===== config.mk =====
export PLATFORM = sky130hd
export DESIGN_NAME = hamming_variable_length_codec
export DESIGN_NICKNAME = d
export VERILOG_FILES = /design/src/sv/hvlc_pkg.sv /design/src/sv/hamming_variable_length_codec.sv
export SDC_FILE = /design/constraint.sdc
export NUM_CORES = 1
export LEC_CHECK = 0
export ABC_AREA = 1
export BUFFER_PORTS_ARGS = -buffer_cell sky130_fd_sc_hd__buf_2
export CORE_MARGIN = 2
export CORE_UTILIZATION = 32
export CTS_CLUSTER_DIAMETER = 150
export DETAILED_ROUTE_END_ITERATION = 8
export GPL_ROUTABILITY_DRIVEN = 0
export HOLD_SLACK_MARGIN = 0.1
export SLEW_MARGIN = 30
export SYNTH_ARGS = -nofsm -noshare
export SYNTH_HDL_FRONTEND = slang
export SYNTH_SLANG_ARGS = --single-unit

===== constraint.sdc =====
create_clock -name clock -period 6.65 [get_ports clock]
set_clock_uncertainty 0.15 [all_clocks]
set_input_delay 1.33 -clock clock [delete_from_list [all_inputs] [get_ports clock]]
set_output_delay 1.33 -clock clock [all_outputs]
set_load 0.05 [all_outputs]

===== src/sv/hvlc_pkg.sv =====
package hvlc_pkg;

   localparam int DATA_W   = 63;  // payload / result width
   localparam int CNT_W    = 6;   // bit count width
   localparam int SYN_W    = 6;   // syndrome width
   localparam int MAX_DATA = 57;  // data bits in a 63-bit codeword

   localparam logic ACT_ENCODE = 1'b0;
   localparam logic ACT_DECODE = 1'b1;

   typedef enum logic [1:0] {
      ST_OK        = 2'd0,
      ST_REPAIRED  = 2'd1,
      ST_SYN_RANGE = 2'd2,
      ST_BAD_LEN   = 2'd3
   } status_type;

   typedef logic [63:0][CNT_W-1:0]      len_tab_type;
   typedef logic [MAX_DATA-1:0][CNT_W-1:0] pos_tab_type;

   function automatic logic is_pow2(input logic [CNT_W-1:0] v);
      return (v != '0) && ((v & (v - CNT_W'(1))) == '0);
   endfunction

   // Codeword length for k data bits (entries past MAX_DATA unused).
   function automatic len_tab_type build_enc_len();
      len_tab_type tab;
      int          placed;
      tab    = '0;
      placed = 0;
      for (int j = 1; j <= DATA_W; j++) begin
         if (!is_pow2(CNT_W'(j))) begin
            placed++;
            tab[placed] = CNT_W'(j);
         end
      end
      return tab;
   endfunction

   // Data bits left after stripping the parity positions of an n-bit word.
   function automatic len_tab_type build_dec_cnt();
      len_tab_type tab;
      int          cnt;
      tab = '0;
      cnt = 0;
      for (int n = 1; n <= DATA_W; n++) begin
         if (!is_pow2(CNT_W'(n))) cnt++;
         tab[n] = CNT_W'(cnt);
      end
      return tab;
   endfunction

   // One-based codeword position of data bit i.
   function automatic pos_tab_type build_data_pos();
      pos_tab_type tab;
      int          placed;
      tab    = '0;
      placed = 0;
      for (int j = 1; j <= DATA_W; j++) begin
         if (!is_pow2(CNT_W'(j))) begin
            tab[placed] = CNT_W'(j);
            placed++;
         end
      end
      return tab;
   endfunction

   localparam len_tab_type ENC_LEN_TAB  = build_enc_len();
   localparam len_tab_type DEC_CNT_TAB  = build_dec_cnt();
   localparam pos_tab_type DATA_POS_TAB = build_data_pos();

endpackage


===== src/sv/hamming_variable_length_codec.sv =====
// Hamming single-error-correcting codec, variable length, encode or decode per transaction.
// Pipeline: 4 register stages; a request accepted into s1 moves through s2 and s3 to s4, whose valid is rsp_valid.
// Throughput: one transaction per cycle while rsp_stall is low; the four-stage register pipeline (scatter/mask,
//   syndrome XOR trees, parity insert/correct, strip) sets that figure.
// Reset: synchronous, active high; clears every stage valid, payload registers hold.
module hamming_variable_length_codec
   import hvlc_pkg::*;
#(
   parameter int CODE_BITS = 63
) (
   input  logic              clock,
   input  logic              reset,
   // request channel
   input  logic              req_valid,
   output logic              req_stall,
   input  logic              req_action,
   input  logic [CNT_W-1:0]  req_bit_count,
   input  logic [DATA_W-1:0] req_payload,
   // response channel
   output logic              rsp_valid,
   input  logic              rsp_stall,
   output logic [DATA_W-1:0] rsp_result_bits,
   output logic [CNT_W-1:0]  rsp_result_count,
   output logic [1:0]        rsp_status
);

   localparam logic [CNT_W:0] CODE_LIM = (CNT_W+1)'(CODE_BITS);
   localparam logic [CNT_W:0] DATA_LIM = (CNT_W+1)'(MAX_DATA);

   // ------------------------------------------------------------------
   // Stall chain: a stage loads when it is empty or its successor loads.
   // ------------------------------------------------------------------
   logic s1_valid_ff, s2_valid_ff, s3_valid_ff, s4_valid_ff;
   logic s1_load, s2_load, s3_load, s4_load;

   assign s4_load   = !s4_valid_ff || !rsp_stall;
   assign s3_load   = !s3_valid_ff || s4_load;
   assign s2_load   = !s2_valid_ff || s3_load;
   assign s1_load   = !s1_valid_ff || s2_load;
   assign req_stall = !s1_load;

   // ------------------------------------------------------------------
   // Stage 1: length check, mask, scatter data bits to their positions.
   // ------------------------------------------------------------------
   logic              s1_dec_in,  s1_dec_ff;
   logic              s1_bad_in,  s1_bad_ff;
   logic [CNT_W-1:0]  s1_len_in,  s1_len_ff;   // codeword length n
   logic [DATA_W-1:0] s1_word_in, s1_word_ff;

   logic [DATA_W-1:0] req_mask;
   logic [DATA_W-1:0] enc_word;

   assign req_mask = ~({DATA_W{1'b1}} << req_bit_count);

   always_comb begin
      enc_word = '0;
      for (int i = 0; i < MAX_DATA; i++) begin
         enc_word[DATA_POS_TAB[i] - CNT_W'(1)] = req_payload[i] & req_mask[i];
      end
   end

   always_comb begin
      s1_dec_in = (req_action == ACT_DECODE);
      if (s1_dec_in) begin
         s1_bad_in  = ({1'b0, req_bit_count} > CODE_LIM);
         s1_len_in  = req_bit_count;
         s1_word_in = req_payload & req_mask;
      end else begin
         // encode: too long when the count passes MAX_DATA or the codeword would pass CODE_BITS
         s1_bad_in  = ({1'b0, req_bit_count} > DATA_LIM) ||
                      ({1'b0, ENC_LEN_TAB[req_bit_count]} > CODE_LIM);
         s1_len_in  = ENC_LEN_TAB[req_bit_count];
         s1_word_in = enc_word;
      end
   end

   // ------------------------------------------------------------------
   // Stage 2: syndrome = XOR of positions of set bits.
   //   Encode: parity positions are still zero, so bit r is parity 2^r.
   // ------------------------------------------------------------------
   logic              s2_dec_ff, s2_bad_ff;
   logic [CNT_W-1:0]  s2_len_ff;
   logic [DATA_W-1:0] s2_word_ff;
   logic [SYN_W-1:0]  s2_syn_in, s2_syn_ff;

   always_comb begin
      s2_syn_in = '0;
      for (int j = 1; j <= DATA_W; j++) begin
         if (s1_word_ff[j-1]) s2_syn_in ^= SYN_W'(j);
      end
   end

   // ------------------------------------------------------------------
   // Stage 3: encode inserts parity, decode flips the named bit, a bad length clears the result.
   // ------------------------------------------------------------------
   logic              s3_dec_ff;
   logic [CNT_W-1:0]  s3_cnt_in,  s3_cnt_ff;
   logic [DATA_W-1:0] s3_word_in, s3_word_ff;
   status_type        s3_stat_in, s3_stat_ff;

   logic              syn_hit;
   logic [DATA_W-1:0] par_word;

   assign syn_hit = (s2_syn_ff != '0) && (s2_syn_ff <= s2_len_ff);

   always_comb begin
      par_word = s2_word_ff;
      for (int r = 0; r < SYN_W; r++) begin
         par_word[CNT_W'((1 << r) - 1)] = s2_syn_ff[r];
      end
   end

   always_comb begin
      if (s2_bad_ff) begin
         s3_word_in = '0;
         s3_cnt_in  = '0;
         s3_stat_in = ST_BAD_LEN;
      end else if (s2_dec_ff) begin
         s3_word_in = syn_hit ? (s2_word_ff ^ (DATA_W'(1) << (s2_syn_ff - SYN_W'(1))))
                              : s2_word_ff;
         s3_cnt_in  = DEC_CNT_TAB[s2_len_ff];
         if (syn_hit)                s3_stat_in = ST_REPAIRED;
         else if (s2_syn_ff != '0)   s3_stat_in = ST_SYN_RANGE;
         else                        s3_stat_in = ST_OK;
      end else begin
         s3_word_in = par_word;
         s3_cnt_in  = s2_len_ff;
         s3_stat_in = ST_OK;
      end
   end

   // ------------------------------------------------------------------
   // Stage 4: decode gathers data positions; output register.
   // ------------------------------------------------------------------
   logic [DATA_W-1:0] s4_bits_in, s4_bits_ff;
   logic [CNT_W-1:0]  s4_cnt_ff;
   status_type        s4_stat_ff;
   logic [DATA_W-1:0] strip_word;

   always_comb begin
      strip_word = '0;
      for (int i = 0; i < MAX_DATA; i++) begin
         strip_word[i] = s3_word_ff[DATA_POS_TAB[i] - CNT_W'(1)];
      end
   end

   assign s4_bits_in = s3_dec_ff ? strip_word : s3_word_ff;

   // ------------------------------------------------------------------
   // Registers
   // ------------------------------------------------------------------
   always_ff @(posedge clock) begin
      if (reset) begin
         s1_valid_ff <= 1'b0;
         s2_valid_ff <= 1'b0;
         s3_valid_ff <= 1'b0;
         s4_valid_ff <= 1'b0;
      end else begin
         if (s1_load) s1_valid_ff <= req_valid;
         if (s2_load) s2_valid_ff <= s1_valid_ff;
         if (s3_load) s3_valid_ff <= s2_valid_ff;
         if (s4_load) s4_valid_ff <= s3_valid_ff;
      end
   end

   always_ff @(posedge clock) begin
      if (s1_load) begin
         s1_dec_ff  <= s1_dec_in;
         s1_bad_ff  <= s1_bad_in;
         s1_len_ff  <= s1_len_in;
         s1_word_ff <= s1_word_in;
      end
      if (s2_load) begin
         s2_dec_ff  <= s1_dec_ff;
         s2_bad_ff  <= s1_bad_ff;
         s2_len_ff  <= s1_len_ff;
         s2_word_ff <= s1_word_ff;
         s2_syn_ff  <= s2_syn_in;
      end
      if (s3_load) begin
         s3_dec_ff  <= s2_dec_ff;
         s3_cnt_ff  <= s3_cnt_in;
         s3_word_ff <= s3_word_in;
         s3_stat_ff <= s3_stat_in;
      end
      if (s4_load) begin
         s4_bits_ff <= s4_bits_in;
         s4_cnt_ff  <= s3_cnt_ff;
         s4_stat_ff <= s3_stat_ff;
      end
   end

   assign rsp_valid        = s4_valid_ff;
   assign rsp_result_bits  = s4_bits_ff;
   assign rsp_result_count = s4_cnt_ff;
   assign rsp_status       = s4_stat_ff;

endmodule


# ---- Yosys cells after proc, flatten, opt, wreduce, memory -nomap -nowiden
# Memory sizes are Yosys's and may differ from the RTL's. A register that Yosys moved wholly into a read port is not among the register bits.
# Index checks and enable logic that the tools add are counted.
dict set report word_totals {
  wordCells 240
  reg_bits 295
  inputBits 74
  mem_bits_ro 768
  output_inout_bits 73
  mem_count 2
}
# memory depth width read_ports rd_clocked_by_memory_dff write_ports line_no
set memory_table {}
lappend memory_table {{(name not given)} 64 6 1 1 0 hamming_variable_length_codec.sv:121} ;# s3_cnt_in = DEC_CNT_TAB[s2_len_ff];
lappend memory_table {{(name not given)} 64 6 1 0 0 hamming_variable_length_codec.sv:72} ;# s1_len_in = ENC_LEN_TAB[req_bit_count];
dict set report op_classes {
  n_bitwise 122
  n_reduce_logical 12
  n_mux 75
  shift 2
  add_sub_neg 1
  magnitude_cmp 4
}
# op n
set ops {}
lappend ops {{$mux W6} 37}
lappend ops {{$mux W63} 3}
lappend ops {{$mux W5} 16}
lappend ops {{$and A63 B63 Y63} 1}
lappend ops {{$not A63 Y63} 1}
lappend ops {{$shl A1 B6 Y63 const A} 1}
lappend ops {{$shl A63 B6 Y63 const A} 1}
lappend ops {{$xor A63 B63 Y63} 1}
lappend ops {{$not A3 Y3} 20}
lappend ops {{$not A4 Y4} 15}
lappend ops {{$and A1 B1 Y1} 57}
lappend ops {{$mux W57} 1}
lappend ops {{$mux W4} 8}
lappend ops {{$not A2 Y2} 15}
lappend ops {{$not A5 Y5} 6}
lappend ops {{$lt A6 B7 Y1 const B} 2}
lappend ops {{$mux W3} 4}
lappend ops {{$mux W2} 5}
lappend ops {{$gt A6 B6 Y1 const B} 1}
lappend ops {{$le A6 B6 Y1} 1}
lappend ops {{$logic_not A1 Y1} 6}
lappend ops {{$not A6 Y6} 1}
lappend ops {{$reduce_bool A6 Y1} 1}
lappend ops {{$sub A6 B1 Y6 const B} 1}
lappend ops {{4 further kinds} 11}

# ---- Longest topological paths before layout
# Gate-level depths: netlist (run 1).
dict set report depth {
  word_depth 120
  ltp_mapped 17
  ltp_nobuf 16
}

# ---- Worst setup path before layout (run 1)
# No wires, ideal clock.
dict set report synth_path {
  path_kind {in2reg}
  from {in rsp_stall}
  to {reg s1_bad_ff, enable pin}
  setup_slack_ns 0.375
  setup_ns 0.425
  arrival_time_ns 5.700
  path_buffers 1
  required_time_ns 6.075
  path_stages 6
  cell_sequence {nand2_1 -> nor2_2 -> nand2_1 -> buf_4 -> nor2_1 -> inv_1}
}
dict set report synth_between {
  elab_chain_len 5
}
# element line_no
set synth_rtl {}
lappend synth_rtl {{start: declaration} hamming_variable_length_codec.sv:21} ;# input logic rsp_stall,
lappend synth_rtl {{$logic_not A1 Y1} hamming_variable_length_codec.sv:36} ;# assign s4_load = !s4_valid_ff || !rsp_stall;
lappend synth_rtl {{$logic_or A1 B1 Y1} hamming_variable_length_codec.sv:36}
lappend synth_rtl {{$logic_or A1 B1 Y1} hamming_variable_length_codec.sv:37} ;# assign s3_load = !s3_valid_ff || s4_load;
lappend synth_rtl {{$logic_or A1 B1 Y1} hamming_variable_length_codec.sv:38} ;# assign s2_load = !s2_valid_ff || s3_load;
lappend synth_rtl {{$logic_or A1 B1 Y1} hamming_variable_length_codec.sv:39} ;# assign s1_load = !s1_valid_ff || s2_load;
lappend synth_rtl {{end signal: assignment} hamming_variable_length_codec.sv:169} ;# s1_bad_ff <= s1_bad_in;
lappend synth_rtl {{end: declaration} hamming_variable_length_codec.sv:46} ;# logic s1_bad_in, s1_bad_ff;
# No other way between the ends.
# A chain may end at the register's enable or synchronous reset.

# ---- Worst setup path after layout (run 1)
dict set report layout_path {
  from {in rsp_stall}
  to {out req_stall}
}
dict set report layout_between {
  elab_chain_len 6
}
# element line_no
set layout_rtl {}
lappend layout_rtl {{$logic_not A1 Y1} hamming_variable_length_codec.sv:36}
lappend layout_rtl {{$logic_or A1 B1 Y1} hamming_variable_length_codec.sv:36}
lappend layout_rtl {{net s4_load} hamming_variable_length_codec.sv:34} ;# logic s1_load, s2_load, s3_load, s4_load;
lappend layout_rtl {{$logic_or A1 B1 Y1} hamming_variable_length_codec.sv:37}
lappend layout_rtl {{$logic_or A1 B1 Y1} hamming_variable_length_codec.sv:38}
lappend layout_rtl {{$logic_or A1 B1 Y1} hamming_variable_length_codec.sv:39}
lappend layout_rtl {{$logic_not A1 Y1} hamming_variable_length_codec.sv:40} ;# assign req_stall = !s1_load;
lappend layout_rtl {{end: declaration} hamming_variable_length_codec.sv:15} ;# output logic req_stall,
# The timed path passes the listed nets, and every way through them passes these cells.

==> results of run 1 <==
report_power, final:
part,leakage [nW],internal (W),switching [W]
sequential,3.41,0.00233,0.000203
clock,0.569,0.00112,0.000788
combinational,4.38,0.000376,0.000999
total,8.36,0.00383,0.00199
cell families after synthesis:
logic type      count (synthesis)  synth area share, %
buf+inv                       277                 6.88
compound gates                232                 7.64
flops                         301                 54.8
xor+xnor                      134                 7.20
fa+ha+maj                      16                 1.23
mux                            13                0.813
simple gates                  822                 21.4
state kept, by name (all words and copies together), names as in the netlist, 6 cells and up, named ones only:
| register | count |
|---|---|
| s2_syn_ff | 6 |
| s3_cnt_ff | 6 |
| s1_word_ff | 63 |
| s2_len_ff | 6 |
| s3_word_ff | 63 |
| rsp_result_bits | 63 |
| rsp_result_count | 6 |
| s1_len_ff | 6 |
| s2_word_ff | 63 |
worst paths after layout:
| check | to | slack (ns) | cells after the start |
|---|---|---|---|
| worst max register to register | s3_word_ff[24]$_SDFFCE_PP0P_ | 3.16 | 11 |
| worst min-delay path | rsp_result_count[5]$_DFFE_PP_ | 0.25 | 0 |
| worst min register to register | rsp_result_count[5]$_DFFE_PP_ | 0.25 | 0 |
| worst max-delay path | req_stall | 2.92 | 6 |
final cells by class:
type	instances	area, sq um	share of cell area [%]
tap	672	841	4.48
multi-input combinational	1217	6260	33.4
sequential	301	8940	47.7
clock inverter	23	208	1.11
clock buffer	43	958	5.11
inverter	200	753	4.02
timing repair buffer	154	798	4.26
metrics by stage:
step                setup slack (ns)  hold WS [ns]  cell area, sq um
finish                          2.92         0.252             18800
global route                    2.83         0.256             18800
CTS                             2.89         0.251             18800
detailed placement              2.82         0.256             17600
global placement                2.65         0.259             17600
floorplan                      0.375         0.250             16300
per-layer routing:
metal  GRT usage, %  share of wire [%]  vias up  wire length (microns)
li1               -                  -     6172                      -
met1           23.5                 45     5776                  20100
met2           25.2                 44      582                  19300
met3           2.60                7.3      102                   3220
met4           6.92                3.7        0                   1630
met5              0                  0        -                      0
critical path, cell delays in order:
cell and delay (ns):
buf_2 0.10, nand2_4 0.08, nor2_2 0.17, nand2_4 0.06, nor2_1 0.20, buf_2 0.31
cell usage in the layout (no fill, tap or decap), drive strengths merged, types with 3 or more instances in the layout:
master / netlist / routed
ha: 16 / 16
o211ai: 10 / 10
a21boi: 5 / 5
nand3: 130 / 130
buf: 33 / 154
nand4: 6 / 6
o21ai: 120 / 120
nor3: 20 / 20
edfxtp: 291 / 291
clkbuf: 44 / 43
xnor2: 76 / 76
o22ai: 5 / 5
nand3b: 11 / 11
inv: 197 / 201
nand2: 458 / 458
a21oi: 77 / 77
mux2i: 11 / 11
dfxtp: 10 / 10
nor2: 187 / 187
o311ai: 3 / 3
or2: 5 / 5
a31oi: 6 / 6
clkinv: 3 / 18
xor2: 58 / 58
==> impl_metrics.sql, run 1 <==
INSERT INTO impl_metrics (metric_group, metric, value, unit) VALUES
('global_routing', 'grt_pass1_vias', '11900', ''),
('clocking', 'cts.repair_timing.setup_buffer_count', '0', ''),
('die', 'floorplan.die_area', '52800', 'sq um'),
('setup_path', 'critPathMaxFanout', '8', ''),
('logic_synthesis', 'syn-num-nets', '1885', ''),
('die', 'boundaryPins', '147', ''),
('setup_path', 'r2r-start', 's2_syn_ff[5]$_DFFE_PN_', ''),
('logic_synthesis', 'total_standard_cell_area_after_synthesis', '16300', 'sq um'),
('layout', 'number_of_fillers_in_the_final_layout', '5076', ''),
('routing', 'routed_via_density', '4.84', ''),
('worst_hold_path', 'hold_path.class', 'reg -> reg', ''),
('logic_synthesis', 'synth_top_cell_area_share', '53.6', '%'),
('layout', 'design.final.nets', '2000', ''),
('worst_hold_path', 'min-delay-start', 's3_cnt_ff[5]$_SDFFCE_PP0P_', ''),
('global_routing', 'groute.usage.overall', '16.6', '%'),
('logic_synthesis', 'syn_inst', '1795', ''),
('routing', 'drc_violation_count_after_routing', '0', ''),
('timing', 'fmax', '268', 'MHz'),
('logic_synthesis', 'synth_top_cells_by_count', 'nand2_1 (451), edfxtp_1 (291), inv_1 (191), nor2_1 (183), nand3_1 (129)', ''),
('global_routing', 'grt_remaining_overflow', '0', ''),
('die', 'die_x', '230', 'microns'),
('routing', 'first_iter_violations', '1105', ''),
('timing', 'worst_pin_slew', '0.822', 'ns'),
('setup_path', 'worst_ep_required_time', '5.17', 'ns'),
('clocking', 'cts.htree.levels', '2', ''),
('logic_synthesis', 'synth_edf_count', '291', ''),
('logic_synthesis', 'synth_cell_type_count', '46', ''),
('routing', 'number_of_iterations_in_the_first_detailed_routing_pass', '8', ''),
('timing', 'hold_violations', '0', ''),
('logic_synthesis', 'synth_area_leaders', 'edfxtp_1 (54%), nand2_1 (10%), inv_1 (4.4%), nor2_1 (4.2%), xnor2_1 (4.1%)', ''),
('power_and_ir_drop', 'worst_ir_drop_vdd', '0.000194', 'V'),
('logic_synthesis', 'synth.ff_latch_count', '301', ''),
('timing', 'final_max_slew_viol_count', '0', ''),
('placement', 'post-place-cells', '2544', ''),
('clocking', 'numClockSinks', '301', ''),
('placement', 'port_buffers', '146', ''),
('timing', 'timing.final.crit_share', '56.1', '%'),
('clocking', 'insertion_delay', '0.55', 'ns'),
('power_and_ir_drop', 'power_density', '310', 'nW/um^2'),
('global_routing', 'antenna_found_initial', '0', ''),
('outcome', 'result_of_the_run', 'finished, final reports clean', ''),
('die', 'start_util', '32.4', '%'),
('power_and_ir_drop', 'power_leakage', '8.36', 'nW'),
('clocking', 'clk_transition_reported_paths', '0.05', 'ns'),
('run', 'timing.max_cap.violations', '0', ''),
('layout', 'antenna_cells', '0', ''),
('routing', 'detail_route.wirelength', '44.2', 'mm'),
('routing', 'wire_per_inst', '16.9', 'microns'),
('setup_path', 'critPathLaunch', 'rsp_stall', ''),
('timing', 'max_slew_margin', '45.2', '%'),
('routing', 'dr_total_vias', '12632', ''),
('timing', 'grt_setup_unrepaired', 'false', ''),
('placement', 'dp_hpwl', '33.7', 'mm'),
('logic_synthesis', 'dominantRegCellSynth', 'edfxtp_1', ''),
('timing', 'tns', '0', 'ns'),
('die', 'placement_rows', '82', ''),
('global_routing', 'grt_first_pass_wirelength', '67.7', 'mm'),
('setup_path', 'critical_path_arrival', '2.25', 'ns'),
('logic_synthesis', 'synth_top_cell_by_area', 'edfxtp_1', ''),
('power_and_ir_drop', 'final_total_power', '0.00582', 'W'),
('layout', 'drive_above_1_share', '13.3', '%'),
('clocking', 'number_of_buffers_on_the_longest_clock_path', '3', ''),
('clocking', 'clk_root_buffer_cell', 'clkbuf_16', ''),
('logic_synthesis', 'postSynthAreaPerCell', '9.08', 'sq um'),
('logic_synthesis', 'yosysSeqAreaShare', '54.8', '%'),
('clocking', 'tritoncts_clock_tree', 'built', ''),
('timing', 'final.min_clock_period', '3.73', 'ns'),
('clocking', 'numCtsBuffers', '36', ''),
('timing', 'finalSetupViolations', '0', ''),
('logic_synthesis', 'async_flop_share', '0', '%'),
('setup_path', 'cp-end-kind', 'primary output', '');
(Power assumes the default switching activity.)
==> inputs of run 2 (changes only) <==
--- a/config.mk
+++ b/config.mk
@@ -5,7 +5,7 @@
 export SDC_FILE = /design/constraint.sdc
 export NUM_CORES = 1
 export LEC_CHECK = 0
-export ABC_AREA = 1
+export ABC_AREA = 0
 export BUFFER_PORTS_ARGS = -buffer_cell sky130_fd_sc_hd__buf_2
 export CORE_MARGIN = 2
 export CORE_UTILIZATION = 32
==> constraint.sdc (replaced) <==
create_clock -name clock -period 3.7 [get_ports clock]
set_clock_uncertainty 0.15 [all_clocks]
set_input_delay 0.74 -clock clock [delete_from_list [all_inputs] [get_ports clock]]
set_output_delay 0.74 -clock clock [all_outputs]
set_load 0.05 [all_outputs]
==> impl_metrics.sql, run 2 <==
INSERT INTO impl_metrics (metric_group, metric, value, unit) VALUES
('logic_synthesis', 'syn-num-nets', '1255', ''),
('power_and_ir_drop', 'power_density', '583', 'nW/um^2'),
('setup_path', 'critPathMaxFanout', '30', ''),
('layout', 'number_of_fillers_in_the_final_layout', '4401', ''),
('power_and_ir_drop', 'switching_share', '32.8', '%'),
('layout', 'final_design_area_no_fill', '17100', 'sq um'),
('routing', 'routed_via_density', '5.09', ''),
('logic_synthesis', 'most_frequent_cell_after_synthesis', 'edfxtp_1', ''),
('global_routing', 'antenna_found_initial', '0', ''),
('logic_synthesis', 'synth_edf_count', '291', ''),
('placement', 'place_area', '16200', 'sq um'),
('power_and_ir_drop', 'intPower', '0.00671', 'W'),
('routing', 'detail_route.wirelength', '37.8', 'mm'),
('power_and_ir_drop', 'clock_power_share', '28.3', '%'),
('timing', 'tns', '0', 'ns'),
('setup_path', 'critical_path_arrival', '3.58', 'ns'),
('global_routing', 'grt_first_pass_wirelength', '56.9', 'mm'),
('setup_path', 'cp_slowest_cell', 'or4_1', ''),
('setup_path', 'timing.setup.critical_path_class', 'reg -> reg', ''),
('logic_synthesis', 'total_standard_cell_area_after_synthesis', '14800', 'sq um'),
('placement', 'dp_hpwl', '28.6', 'mm'),
('routing', 'wire_per_inst', '19.7', 'microns'),
('logic_synthesis', 'postSynthAreaPerCell', '12.7', 'sq um'),
('logic_synthesis', 'yosysSeqAreaShare', '60.5', '%'),
('logic_synthesis', 'synth_top_cell_by_area', 'edfxtp_1', ''),
('placement', 'port_buffers', '146', ''),
('logic_synthesis', 'synth_cell_type_count', '53', ''),
('run', 'timing.max_cap.violations', '0', ''),
('clocking', 'cts-resized-gates', '0', ''),
('routing', 'first_iter_violations', '1093', ''),
('die', 'start_util', '32.5', '%'),
('die', 'die_h', '219', 'microns'),
('global_routing', 'grt_remaining_overflow', '0', ''),
('timing', 'final_max_slew_viol_count', '0', ''),
('setup_path', 'max_stage_delay', '0.58', 'ns'),
('setup_path', 'critical_path_buf_inv_count', '1', ''),
('worst_hold_path', 'end_of_the_worst_hold_path', 's3_valid_ff$_SDFFE_PP0P_', ''),
('layout', 'seq_area', '8940', 'sq um'),
('setup_path', 'cpLargestDelayFamily', 'compound AO/OA/AOI/OAI gates', ''),
('clocking', 'numCtsBuffers', '31', ''),
('global_routing', 'grt_max_degree', '72', ''),
('layout', 'most-common-layout-cells', 'edfxtp_1 (291), buf_2 (146), xnor2_1 (98), nor2_1 (97), mux2_2 (59)', ''),
('timing', 'max_slew_margin', '39.7', '%'),
('timing', 'hold_violations', '0', ''),
('timing', 'worst_pin_slew', '0.905', 'ns'),
('timing', 'timing.final.crit_share', '90.2', '%'),
('worst_hold_path', 'hold_path_depth', '2', ''),
('logic_synthesis', 'synth.ff_latch_count', '301', ''),
('logic_synthesis', 'syn_inst', '1165', ''),
('die', 'placement_rows', '78', ''),
('logic_synthesis', 'dominantRegCellSynth', 'edfxtp_1', ''),
('die', 'coreArea', '45500', 'sq um'),
('setup_path', 'r2r-start', 's2_syn_ff[3]$_DFFE_PN_', ''),
('timing', 'fmax', '300', 'MHz'),
('timing', 'grt_setup_unrepaired', 'false', ''),
('routing', 'number_of_iterations_in_the_first_detailed_routing_pass', '6', ''),
('setup_path', 'reg2reg_slack', '0.36', 'ns'),
('clocking', 'number_of_buffers_on_the_longest_clock_path', '3', ''),
('clocking', 'cts.htree.levels', '1', ''),
('clocking', 'numClockSinks', '301', ''),
('logic_synthesis', 'synth_area_leaders', 'edfxtp_1 (59%), xnor2_1 (5.8%), mux2_2 (4.5%), xor2_1 (3.4%), mux2i_1 (3.1%)', ''),
('setup_path', 'kind_of_launch_point_of_the_worst_setup_path', 'flop', ''),
('outcome', 'result_of_the_run', 'finished, final reports clean', ''),
('layout', 'drive_above_1_share', '21.7', '%'),
('routing', 'dr_total_vias', '9767', ''),
('power_and_ir_drop', 'worst_ir_drop_vdd', '0.000401', 'V'),
('layout', 'antenna_cells', '0', ''),
('global_routing', 'grt_pass1_vias', '9351', ''),
('power_and_ir_drop', 'comb_power_share', '26.7', '%'),
('layout', 'multi_input_area', '5500', 'sq um'),
('clocking', 'insertion_delay', '0.55', 'ns'),
('layout', 'layout.cells.most_common', 'edfxtp_1', ''),
('logic_synthesis', 'yosysWarningCount', '0', ''),
('logic_synthesis', 'async_flop_share', '0', '%'),
('power_and_ir_drop', 'share_seq_of_total_power', '45.1', '%'),
('worst_hold_path', 'min-delay-start', 'reset', ''),
('setup_path', 'worst_ep_required_time', '3.94', 'ns'),
('logic_synthesis', 'synth_top_cells_by_count', 'edfxtp_1 (291), nor2_1 (98), xnor2_1 (98), clkbuf_1 (64), mux2_2 (59)', ''),
('clocking', 'clk_root_buffer_cell', 'clkbuf_16', ''),
('setup_path', 'cp-end-kind', 'flop', ''),
('layout', 'flow.area_growth_from_synthesis', '16.1', '%'),
('clocking', 'tritoncts_clock_tree', 'built', ''),
('setup_path', 'r2r_path_end', 's3_word_ff[42]$_SDFFCE_PP0P_', ''),
('die', 'floorplan.die_area', '47900', 'sq um'),
('logic_synthesis', 'synth_top_cell_area_share', '59.2', '%'),
('worst_hold_path', 'hold_path.class', 'in -> reg', ''),
('setup_path', 'cp_cell_sequence', 'ha_1, a21o_1, a21o_1, a211oi_4, buf_4, o21ai_1, or4_1, a21oi_1', ''),
('timing', 'finalSetupViolations', '0', ''),
('clocking', 'count_of_hold_buffers_inserted_by_post_cts_repair', '0', ''),
('timing', 'final.min_clock_period', '3.34', 'ns'),
('global_routing', 'groute.usage.overall', '15.6', '%'),
('clocking', 'cts.repair_timing.setup_buffer_count', '0', ''),
('power_and_ir_drop', 'power_leakage', '6.70', 'nW'),
('die', 'die_x', '219', 'microns'),
('power_and_ir_drop', 'p_switching', '0.00328', 'W'),
('clocking', 'clk_transition_reported_paths', '0.07', 'ns'),
('setup_path', 'path_common_cell', 'a21o_1', ''),
('setup_path', 'reg2reg_depth', '8', ''),
('routing', 'detail-route-antenna-nets', '0', ''),
('routing', 'drc_violation_count_after_routing', '0', ''),
('die', 'boundaryPins', '147', ''),
('layout', 'design.final.nets', '1386', '');
[run 2: power groups by stage]
stage	Clock, W	Sequential (W)	Combinational (W)
finish	0.00282	0.00451	0.00267
global route	0.00306	0.00455	0.00285
CTS	0.00290	0.00451	0.00264
detailed placement	0	0.00458	0.00263
global placement	0	0.00457	0.00261
floorplan	0	0.00487	0.00154
[run 2: worst register-to-register path, cell delays in order, from the launching register on]
cell,delay (ns)
edfxtp_1,0.57
ha_1,0.37
a21o_1,0.16
a21o_1,0.20
a211oi_4,0.32
buf_4,0.36
o21ai_1,0.27
or4_1,0.58
a21oi_1,0.18
[run 2: metal layers]
metal  GRT usage [%]  wire length [microns]  vias up
li1                -                      -     4620
met1            23.6                  18000     4582
met2            23.2                  16100      496
met3            2.43                   2830       69
met4            4.26                    945        0
met5               0                      0        -
[run 2: how the worst max path moves through the flow]
stage / depth (start not counted) / end / from / slack (ns)
2_1_floorplan: 1 / s3_cnt_ff[0]$_SDFFCE_PP0P_ / rsp_valid$_SDFFE_PP0P_ / 0.15
6_report: 8 / s3_word_ff[42]$_SDFFCE_PP0P_ / s2_syn_ff[3]$_DFFE_PN_ / 0.36
3_5_place_dp: 8 / s3_word_ff[42]$_SDFFCE_PP0P_ / s2_syn_ff[3]$_DFFE_PN_ / 0.42
4_1_cts: 8 / s3_word_ff[42]$_SDFFCE_PP0P_ / s2_syn_ff[3]$_DFFE_PN_ / 0.39
5_1_grt: 8 / s3_word_ff[42]$_SDFFCE_PP0P_ / s2_syn_ff[3]$_DFFE_PN_ / 0.20
3_3_place_gp: 8 / s3_word_ff[42]$_SDFFCE_PP0P_ / s2_syn_ff[3]$_DFFE_PN_ / 0.50
[run 2: cell type report]
class	count	share of cell area, %
Sequential cell	301	52.1
Multi-Input combinational cell	767	32.1
Timing Repair Buffer	175	5.67
Clock buffer	36	4.63
Tap cell	600	4.38
Clock inverter	18	0.693
Inverter	20	0.438
[run 2: through the flow]
| stage | setup WS [ns] | hold WS [ns] | instances | util (%) | total power [W] |
|---|---|---|---|---|---|
| 5_1_grt | 0.199 | 0.228 | 1917 | 37.7 | 0.0105 |
| 6_report | 0.361 | 0.241 | 1917 | 37.7 | 0.0100 |
| 2_1_floorplan | 0.154 | 0.250 | 1165 | - | 0.00641 |
| 3_5_place_dp | 0.424 | 0.258 | 1863 | 35.7 | 0.00721 |
| 4_1_cts | 0.394 | 0.214 | 1917 | 37.7 | 0.0100 |
| 3_3_place_gp | 0.505 | 0.257 | 1861 | 35.6 | 0.00718 |
[run 2: cell families after synthesis]
kind of cell,Yosys count,synth area share [%]
AO/OA/AOI/OAI,236,10.6
XOR/XNOR,155,9.19
adder cells (fa/ha/maj),17,1.42
buffers and inverters,97,2.47
flip-flops,301,60.5
multiplexers,104,7.55
AND/OR/NAND/NOR,255,8.25
